`config.mk`:
```
export PLATFORM = sky130hd
export DESIGN_NAME = hbs_ctrl
export DESIGN_NICKNAME = d
export VERILOG_FILES = /design/src/hdl/hbs_pkg.sv /design/src/hdl/hbs_ctrl.sv
export SDC_FILE = /design/constraint.sdc
export NUM_CORES = 1
export LEC_CHECK = 0
export BUFFER_PORTS_ARGS = -buffer_cell sky130_fd_sc_hd__buf_2
export CORE_AREA = 10 10 47 49
export CTS_BUF_LIST = sky130_fd_sc_hd__clkbuf_8
export DETAILED_ROUTE_END_ITERATION = 7
export DIE_AREA = 0 0 57 59
export PLACE_DENSITY = 0.53
export SKIP_LAST_GASP = 1
export SYNTH_ARGS = -nofsm -noshare
export SYNTH_HDL_FRONTEND = slang
export SYNTH_SLANG_ARGS = --single-unit
```
`constraint.sdc`:
```
create_clock -name i_clk -period 3.1 [get_ports i_clk]
set_input_delay 0.62 -clock i_clk [delete_from_list [all_inputs] [get_ports i_clk]]
set_output_delay 0.62 -clock i_clk [all_outputs]
set_load 0.02 [all_outputs]
```
`src/hdl/hbs_pkg.sv`:
```
package hbs_pkg;

    localparam int STORE_DEPTH = 65536;
    localparam int STORE_AW    = 16;
    localparam int TEXEL_W     = 16;
    localparam int CFG_IDX_W   = 2;
    localparam int CFG_DATA_W  = 9;
    localparam int CFG_DIM_W   = 9;

    localparam logic [CFG_IDX_W-1:0] CFG_WIDTH  = 2'd0;
    localparam logic [CFG_IDX_W-1:0] CFG_HEIGHT = 2'd1;
    localparam logic [CFG_IDX_W-1:0] CFG_FORMAT = 2'd2;

    localparam logic [1:0] FMT_GRAY8  = 2'd0;
    localparam logic [1:0] FMT_GRAY16 = 2'd1;
    localparam logic [1:0] FMT_BGRA8  = 2'd2;
    localparam logic [1:0] FMT_HALF   = 2'd3;

    localparam logic OP_WRITE  = 1'b0;
    localparam logic OP_SAMPLE = 1'b1;

    typedef struct packed {
        logic               op;
        logic [15:0]        texel_index;
        logic [15:0]        raw_texel;
        logic signed [23:0] u_coord;
        logic signed [23:0] v_coord;
    } t_in_item;

    typedef struct packed {
        logic [15:0] height;
        logic        dims_valid;
    } t_out_item;

    typedef enum logic [1:0] {
        TAP_00,
        TAP_01,
        TAP_10,
        TAP_11
    } t_tap;

    typedef enum logic [1:0] {
        LERP_TOP,
        LERP_BOT,
        LERP_FIN
    } t_lerp_sel;

    typedef struct packed {
        logic      load_in;
        logic      wr_en;
        logic      coord_en;
        logic      index_en;
        logic      row_en;
        t_tap      tap;
        logic      cap_en;
        t_tap      cap_sel;
        logic      lerp_en;
        t_lerp_sel lerp_sel;
        logic      out_load;
        logic      out_zero;
    } t_cmd;

    typedef struct packed {
        logic op;
        logic dims_ok;
        logic out_free;
    } t_stat;

endpackage

```
`src/hdl/hbs_ctrl.sv`:
```
module hbs_ctrl (
    input  logic          i_clk,
    input  logic          i_rst_n,
    input  logic          i_in_valid,
    output logic          o_in_ready,
    input  hbs_pkg::t_stat i_stat,
    output hbs_pkg::t_cmd  o_cmd
);

    import hbs_pkg::*;

    typedef enum logic [3:0] {
        S_IDLE,
        S_FIRST,
        S_INDEX,
        S_ROW,
        S_F0,
        S_F1,
        S_F2,
        S_F3,
        S_F4,
        S_BOT,
        S_FIN,
        S_ZERO
    } t_state;

    t_state r_state;
    t_state n_state;
    t_cmd   cmd;

    always_ff @(posedge i_clk) begin
        if (!i_rst_n) begin
            r_state <= S_IDLE;
        end else begin
            r_state <= n_state;
        end
    end

    always_comb begin
        n_state = r_state;
        cmd     = '0;
        case (r_state)
            S_IDLE: begin
                if (i_in_valid) begin
                    cmd.load_in = 1'b1;
                    n_state     = S_FIRST;
                end
            end
            S_FIRST: begin
                if (i_stat.op == OP_WRITE) begin
                    cmd.wr_en = 1'b1;
                    n_state   = S_IDLE;
                end else if (!i_stat.dims_ok) begin
                    n_state = S_ZERO;
                end else begin
                    cmd.coord_en = 1'b1;
                    n_state      = S_INDEX;
                end
            end
            S_INDEX: begin
                cmd.index_en = 1'b1;
                n_state      = S_ROW;
            end
            S_ROW: begin
                cmd.row_en = 1'b1;
                n_state    = S_F0;
            end
            S_F0: begin
                cmd.tap = TAP_00;
                n_state = S_F1;
            end
            S_F1: begin
                cmd.tap     = TAP_01;
                cmd.cap_en  = 1'b1;
                cmd.cap_sel = TAP_00;
                n_state     = S_F2;
            end
            S_F2: begin
                cmd.tap     = TAP_10;
                cmd.cap_en  = 1'b1;
                cmd.cap_sel = TAP_01;
                n_state     = S_F3;
            end
            S_F3: begin
                cmd.tap      = TAP_11;
                cmd.cap_en   = 1'b1;
                cmd.cap_sel  = TAP_10;
                cmd.lerp_en  = 1'b1;
                cmd.lerp_sel = LERP_TOP;
                n_state      = S_F4;
            end
            S_F4: begin
                cmd.cap_en  = 1'b1;
                cmd.cap_sel = TAP_11;
                n_state     = S_BOT;
            end
            S_BOT: begin
                cmd.lerp_en  = 1'b1;
                cmd.lerp_sel = LERP_BOT;
                n_state      = S_FIN;
            end
            S_FIN: begin
                cmd.lerp_sel = LERP_FIN;
                if (i_stat.out_free) begin
                    cmd.out_load = 1'b1;
                    n_state      = S_IDLE;
                end
            end
            S_ZERO: begin
                if (i_stat.out_free) begin
                    cmd.out_load = 1'b1;
                    cmd.out_zero = 1'b1;
                    n_state      = S_IDLE;
                end
            end
            default: begin
                n_state = S_IDLE;
            end
        endcase
    end

    assign o_cmd      = cmd;
    assign o_in_ready = (r_state == S_IDLE);

endmodule

```
### After elaboration in Yosys (flattened, before gate mapping)

Index checks and enable logic that the tools add are counted.

* register bits: 4
* input port bits: 6
* output and inout bits: 16

* eq/ne operators: 13
* muxes and demuxes: 21
* reduce and logical (&&, ||, !) cells: 4

Operators by type and width (count)
* one-hot mux 4 bit (11 select lines): 1
* == test 4 x 3 -> 1 bit, second input constant: 4
* == test 4 bit, second input constant: 4
* 2-to-1 mux 4 bit: 4
* one-hot mux 3 bit (4 select lines): 1
* 2-to-1 mux 1 bit: 10
* == test 4 x 2 -> 1 bit, second input constant: 2
* one-hot mux 2 bit (3 select lines): 1
* == test 4 x 1 -> 1 bit, second input constant: 1
* logical NOT 4 bit: 1
* 2-to-1 mux 2 bit: 2
* one-hot mux 2 bit (2 select lines): 1
* OR reduction 2 bit: 2
* inequality test 2 x 1 -> 1 bit, second input constant: 1
* inequality test 2 bit, second input constant: 1
* one-hot mux 1 bit (2 select lines): 1
* AND reduction 2 bit: 1

### Logic depth before layout (Yosys ltp)

Gate-level depths: netlist of run 1.

* word-level depth: 4
* mapped depth: 4

### Worst setup path before layout of run 1

Ideal clock, no wire load.

* path kind: register to output
* start: reg r_state[1]
* end: out o_cmd[14] in the netlist's numbering
* arrival: 1262 ps
* slack: 1218 ps
* cell stages (with the launch flop): 4
* path through: dfxtp_1 or4_4 inv_1 and2_1

RTL lines
* start, declared: RTL line hbs_ctrl.sv:27 `t_state r_state;`
* start signal, assigned: RTL line hbs_ctrl.sv:35 `r_state <= n_state;`
* end, declared: RTL line hbs_ctrl.sv:7 `output hbs_pkg::t_cmd o_cmd`

==> results by group, run 1 <==
Placed design
  – Routability cong.: roughly 0.84
  – DP Wirelength: about 900 µm
  – Inst Count DP: between 80 and 90
  – Port Buffers: 21
  – Setup WS pre-CTS: 1.14 ns

Pwr
  – Maximum VDD drop: approximately 0.23 mV
  – Pwr Density: slightly above 500 nW/µm²
  – Static Leak: between 0.2 and 0.3 nW

STA
  – Final clock skew: around 0.0027 ns
  – Unrepaired setup endpoints after global routing: false
  – Final-report hold violation count: 0
  – Rel. slew slack: 0.696
  – F_max: around 460 MHz
  – Setup violators final: 0
  – Setup TNS: 0 ns
  – Period minus WS final: around 2.2 ns
  – Measured slew at the worst slew-check pin: 0.455 ns
  – Max Slew Vio Count: 0
  – Fin crit share: 0.706
  – Final WS setup: about 0.9 ns

Drt
  – 1st-pass router iterations: 3
  – Drt wl/cell: 12.6 µm
  – Remaining DRCs: 0
  – Via/cell ratio: ~4.8
  – Final wirelength: roughly 1100 µm
  – Via Count: 440
  – Starting DRT DRC Count: 5
  – ANT nets after route: 0

Floorplan
  – Io pins: 22
  – Core Area: about 1400 µm²
  – Die Width: 57 µm
  – Die area: 3360 µm²
  – Die H: 59 µm
  – Starting density of the core: 0.274
  – FP Rows: 14

Yosys
  – Synth warn: 0
  – Multiplexer area fraction after synthesis: 0.0261
  – Cell variety after synth: 26
  – Synth top area cells: dfxtp_1 21%, nor3_1 7.8%, nand2_1 6.8%, and2_1 4.9%, buf_2 3.9%
  – Syn avg cell area: between 6 and 7 µm²
  – Largest family of logic cells by synthesized area: simple AND/OR/NAND/NOR gates
  – FF+latch count, synth: 4
  – Mapped Cells: 55
  – Top-area cell type share of the netlist area: 0.208
  – Post-synthesis compound-gate area fraction: 0.189
  – Post-Synth Adder-Cell Area: 0
  – Area share of xor/xnor cells in the synthesized design: 0.0228
  – Netlist Area Pre-Place: 384 µm²
  – Synth Area in Simple Gates: 0.446
  – Synthesized Nets: 61
  – Sequential share of the synthesized area: 0.208
  – Yosys top cell by area: dfxtp_1

CTS
  – Clk slew on worst S/H paths: roughly 0.03 ns
  – Setup Buffers After CTS: 0
  – CTS Buffer Depth: 2
  – Clk Latency, worst-skew pair: between 0.2 and 0.25 ns
  – H-tree Lvls: 1
  – Clock Root Buffer: clkbuf_8
  – CTS Buf Count: 3
  – Post-cts resize count: 0
  – CTS tree: yes
  – Hold_buf cts: 0
  – Clock Sinks: 4

Cells and area
  – Largest registers: r_state (4)
  – Area growth from synthesis to final layout: 36.5%
  – Finished Layout Cells: just over 90
  – N_diodes: 0
  – Fin nets: just over 80
  – Most frequent cells in the layout: 21 x buf_2, 7 x nand2_1, 6 x nor3_1
  – Max reg flops: 4
  – Biggest register: r_state
  – Commonest non-fill, non-tap cell in the layout: buf_2
  – Fillers: roughly 160
  – Fraction of layout cells with a size suffix above 1: 0.360

Setup path
  – Crit. End Element: output pin
  – Worst Path Required: roughly 2.5 ns
  – CP Class: flop to output pin
  – Worst path cell trace: or4_4 > inv_1 > and2_1 > buf_2
  – Startpoint Class: flop
  – Crit path max fanout: 13
  – Crit-path slowest cell: or4_4
  – CP Data Arrival Time: between 1.5 and 2 ns
  – Crit path largest cell delay: 0.58 ns

Global route
  – Global-route wire length before repair: roughly 2000 µm
  – Initial antenna violation count: 0
  – Vias in the first global route: 484
  – Global route overflow: 0
  – Largest net degree at the start of global routing: 14
  – Tot GR Track Use: 0.0752

Min path
  – Worst Hold Class: flop to flop

Job
  – Max-Cap Viols: 0

Run status
  – Status: completed
## synth_stat cells
cell type,n
nand2_1,7
nor3_1,6
dfxtp_1,4
inv_1,4
nor2_1,4
and2_1,3
buf_2,3
a31oi_1,2
nand2b_1,2
nand3_1,2
nor2b_1,2
o21bai_1,2
a211oi_1,1
a21o_1,1
a21oi_1,1
and2b_1,1
and3_1,1
buf_6,1
mux2i_1,1
nor4_1,1
nor4b_2,1
o211ai_2,1
o21ai_0,1
o31ai_1,1
or4_4,1
xor2_1,1
## power by group
group          internal (mW)  switching (mW)
clock                 0.0826          0.0249
combinational         0.0356          0.0493
sequential            0.0577          0.0181
total                  0.176          0.0923
## final cells by class
class                   count  area, µm²  share of cell area
clock buffers               3       41.3              0.0788
inverters                   4       15.0              0.0286
multi-input cells          43        263               0.501
flip-flops and latches      4       80.1               0.153
well taps                  16       20.0              0.0382
repair buffers             21        105               0.200
## worst max-delay path: cells and delay by family, from the launching register on
family,cells,cell delay [ns]
simple gates,2,0.69
flops,1,0.44
buf+inv,2,0.22
## through the flow
stage / hold WS (ns) / power [mW] / instance area (µm²) / utilization
CTS: 0.663 / 0.272 / 524 / 0.374
global route: 0.687 / 0.290 / 524 / 0.374
floorplan: 0.581 / 0.138 / 384 / -
finish: 0.658 / 0.268 / 524 / 0.374
global placement: 0.656 / 0.161 / 483 / 0.345
detailed placement: 0.661 / 0.162 / 483 / 0.345
## cells by family (layout without fill, tap and decap cells)
logic type | Yosys count | in the layout
buffers and inverters | 8 | 28
DFF | 4 | 4
xor gates and xnor gates | 1 | 1
AOI/OAI and AO/OA | 10 | 10
muxes | 1 | 1
and+or+nand+nor | 31 | 31
## path summary, 6_finish.rpt
path | cells after the start | slack (ns) | to | start
worst max-delay path | 4 | 0.91 | o_cmd[14] | r_state[1]
worst min-delay path | 2 | 0.66 | r_state[1] | r_state[0]
worst max register to register | 3 | 1.74 | r_state[0] | r_state[1]
worst min register to register | 2 | 0.66 | r_state[1] | r_state[0]
## per-layer routing
metal | track usage | wire (µm)
met1 | 0.0771 | 505
met2 | 0.113 | 570
met3 | 0.0322 | 68
met4 | 0.0705 | 0
met5 | 0 | 0
No activity file was read; power rests on OpenSTA's default activity.
==> run 2, diff against run 1 <==
--- a/config.mk
+++ b/config.mk
@@ -5,12 +5,13 @@
 export SDC_FILE = /design/constraint.sdc
 export NUM_CORES = 1
 export LEC_CHECK = 0
+export ABC_AREA = 1
 export BUFFER_PORTS_ARGS = -buffer_cell sky130_fd_sc_hd__buf_2
 export CORE_AREA = 10 10 47 49
 export CTS_BUF_LIST = sky130_fd_sc_hd__clkbuf_8
 export DETAILED_ROUTE_END_ITERATION = 7
 export DIE_AREA = 0 0 57 59
-export PLACE_DENSITY = 0.53
+export PLACE_DENSITY = 0.51
 export SKIP_LAST_GASP = 1
 export SYNTH_ARGS = -nofsm -noshare
 export SYNTH_HDL_FRONTEND = slang
==> constraint.sdc (replaced) <==
create_clock -name i_clk -period 2.15 [get_ports i_clk]
set_input_delay 0.43 -clock i_clk [delete_from_list [all_inputs] [get_ports i_clk]]
set_output_delay 0.43 -clock i_clk [all_outputs]
set_load 0.02 [all_outputs]
==> run 2 against run 1 <==
Against the previous run:
- final area is 1.9% lower
- clock power is 45% higher
- largest power group is now combinational cells
- critical path depth is 1 higher
- synthesized area is 9.4% lower
- non-clock buffer count stayed put
- flip-flop and latch count stayed put
- worst setup slack worse by 0.48 ns
- critical endpoint is now o_cmd[4]
==> results by group, run 2 <==
Run status
  – Status: completed

Pwr
  – Pwr Density: 858 nW/µm² (+68%)
  – Static Leak: 0.313 nW (+17%)
  – Maximum VDD drop: 0.353 mV (+56%)

Setup path
  – Worst path cell trace: nand2_2 > nor2_2 > inv_1 > o21ai_0 > buf_2
  – Crit. End Element: output pin
  – Crit path max fanout: 7 (-6)
  – CP Data Arrival Time: 1.29 ns (-0.28 ns)
  – Startpoint Class: flop
  – Crit-path slowest cell: dfxtp_1
  – Worst Path Required: 1.72 ns (-0.76 ns)
  – CP bufs+invs: 2 (unchanged)
  – CP Class: flop to output pin
  – Crit path largest cell delay: 0.43 ns (-0.15 ns)
  – Largest delay share family, worst path: flip-flops

Floorplan
  – Die Width: 57 µm (unchanged)
  – FP Rows: 14 (unchanged)
  – Io pins: 22 (unchanged)
  – Starting density of the core: 0.248 (-0.0259)
  – Die area: 3360 µm² (unchanged)
  – Die H: 59 µm (unchanged)
  – Core Area: 1400 µm² (unchanged)

Global route
  – Global route overflow: 0 (unchanged)
  – Vias in the first global route: 465 (-3.9%)
  – Initial antenna violation count: 0 (unchanged)
  – Global-route wire length before repair: 1970 µm (-4.1%)
  – Tot GR Track Use: 0.0713 (-0.00386)
  – Largest net degree at the start of global routing: 8 (-6)

Yosys
  – Yosys top cell by area: dfxtp_1
  – Commonest cells post-synth: 11 x nor2_1, 10 x nand2_1, 9 x inv_1
  – Asr flop ratio synth: 0 (unchanged)
  – Main synth FF type: dfxtp_1
  – Synthesized Nets: 69 (+13%)
  – Top-area cell type share of the netlist area: 0.230 (+0.0217)
  – Mapped Cells: 63 (+15%)
  – EDFF count, synth: 0 (unchanged)
  – Cell variety after synth: 14 (-46%)
  – Syn avg cell area: 5.52 µm² (-21%)
  – Synth top area cells: dfxtp_1 23%, nor2_1 12%, nand2_1 11%, inv_1 9.7%, nand4_1 7.2%
  – Cell with the most instances after synthesis: nor2_1
  – FF+latch count, synth: 4 (unchanged)
  – Netlist Area Pre-Place: 348 µm² (-9.4%)
  – Sequential share of the synthesized area: 0.230 (+0.0217)
  – Synth warn: 0 (unchanged)

Placed design
  – DP Wirelength: 982 µm (+11%)
  – Routability cong.: 0.782 (-6.4%)
  – Port Buffers: 21 (unchanged)

STA
  – Measured slew at the worst slew-check pin: 0.229 ns (-0.226 ns)
  – Setup violators final: 0 (unchanged)
  – Period minus WS final: between 1.5 and 2 ns
  – Unrepaired setup endpoints after global routing: false
  – Max Slew Vio Count: 0 (unchanged)
  – Final clock skew: 0.00323 ns (+0.000538 ns)
  – Final-report hold violation count: 0 (unchanged)
  – Fin crit share: 0.798
  – Setup TNS: 0 ns (unchanged)
  – Rel. slew slack: 0.847 (+0.151)
  – F_max: about 580 MHz

Drt
  – Via/cell ratio: 4.75 (-1.8%)
  – 1st-pass router iterations: 4 (+1)
  – Via Count: 489 (+11%)
  – ANT nets after route: 0 (unchanged)
  – Final wirelength: 1170 µm (+2.1%)
  – Drt wl/cell: 11.3 µm (-9.8%)
  – Starting DRT DRC Count: 24 (+19)
  – Remaining DRCs: 0 (unchanged)

CTS
  – Setup Buffers After CTS: 0 (unchanged)
  – Clk Latency, worst-skew pair: 0.22 ns (about the same)
  – CTS tree: yes
  – Clock Sinks: 4 (unchanged)
  – CTS Buffer Depth: 2 (unchanged)
  – Post-cts resize count: 0 (unchanged)
  – H-tree Lvls: 1 (unchanged)
  – Hold_buf cts: 0 (unchanged)
  – Clk slew on worst S/H paths: 0.03 ns (about the same)
  – Clock Root Buffer: clkbuf_8
  – CTS Buf Count: 3 (unchanged)

Min path
  – Worst Hold Class: input port to flop

Cells and area
  – Commonest non-fill, non-tap cell in the layout: buf_2
  – Most frequent cells in the layout: 21 x buf_2, 11 x nor2_1, 10 x nand2_1
  – Area growth from synthesis to final layout: 47.8%
  – Biggest register: r_state
  – Fraction of layout cells with a size suffix above 1: 0.425 (+0.0653)
  – Fillers: 169 (+5.0%)
  – Max reg flops: 4 (unchanged)
  – N_diodes: 0 (unchanged)
  – Util after Layout: 0.367 (-0.00714)
  – Largest registers: r_state (4)
  – Fin nets: 95 (+14%)

Job
  – Max-Cap Viols: 0 (unchanged)
-- run 2: area by class of cell --
cell class                 instances  area, µm²  area share
multi-input combinational         44        211       0.411
timing repair buffer              21        105       0.204
sequential                         4       80.1       0.156
inverter                          15       56.3       0.109
clock buffer                       3       41.3      0.0803
tap                               16       20.0      0.0389
-- run 2: worst paths after layout --
check	cells past startpoint	start	slack [ns]	end
worst min-delay path	3	i_rst_n	0.45	r_state[3]
worst max register to register	7	r_state[0]	1.00	r_state[3]
worst min register to register	2	r_state[0]	0.56	r_state[0]
worst max-delay path	5	r_state[0]	0.43	o_cmd[4]
-- run 2: metal layers --
layer,vias to the layer above,GRT usage,wire length (µm)
met5,-,0,0
met4,0,0.0503,23
met3,2,0.0258,108
met2,29,0.110,543
met1,211,0.0796,493
li1,247,-,-
-- run 2: logic make-up (layout without fill, tap and decap cells) --
logic type	Yosys count	in the layout	synth area share
AOI/OAI and AO/OA	6	6	0.0971
and+or+nand+nor	38	38	0.511
buffers and inverters	15	39	0.162
DFF	4	4	0.230
-- run 2: through the flow --
step	hold slack [ns]	total power, mW	setup slack, ns	area [µm²]	std cells
global placement	0.551	0.290	0.666	473	100
detailed placement	0.552	0.286	0.676	473	100
floorplan	0.511	0.231	0.632	348	63
global route	0.462	0.478	0.297	514	103
finish	0.447	0.441	0.433	514	103
CTS	0.446	0.446	0.448	514	103
-- run 2: worst min-delay path: cells and delay by family --
kind / cells / cell delay, ns
buffers and inverters: 2 / 0.15
and+or+nand+nor: 1 / 0.06
-- run 2: power by group --
| part | switching (mW) | total [mW] | leakage, nW | internal (mW) |
|---|---|---|---|---|
| Combinational | 0.124 | 0.182 | 0.259 | 0.0574 |
| Clock | 0.0375 | 0.157 | 0.0216 | 0.119 |
| Sequential | 0.0171 | 0.103 | 0.0327 | 0.0857 |
| Total | 0.179 | 0.441 | 0.313 | 0.262 |
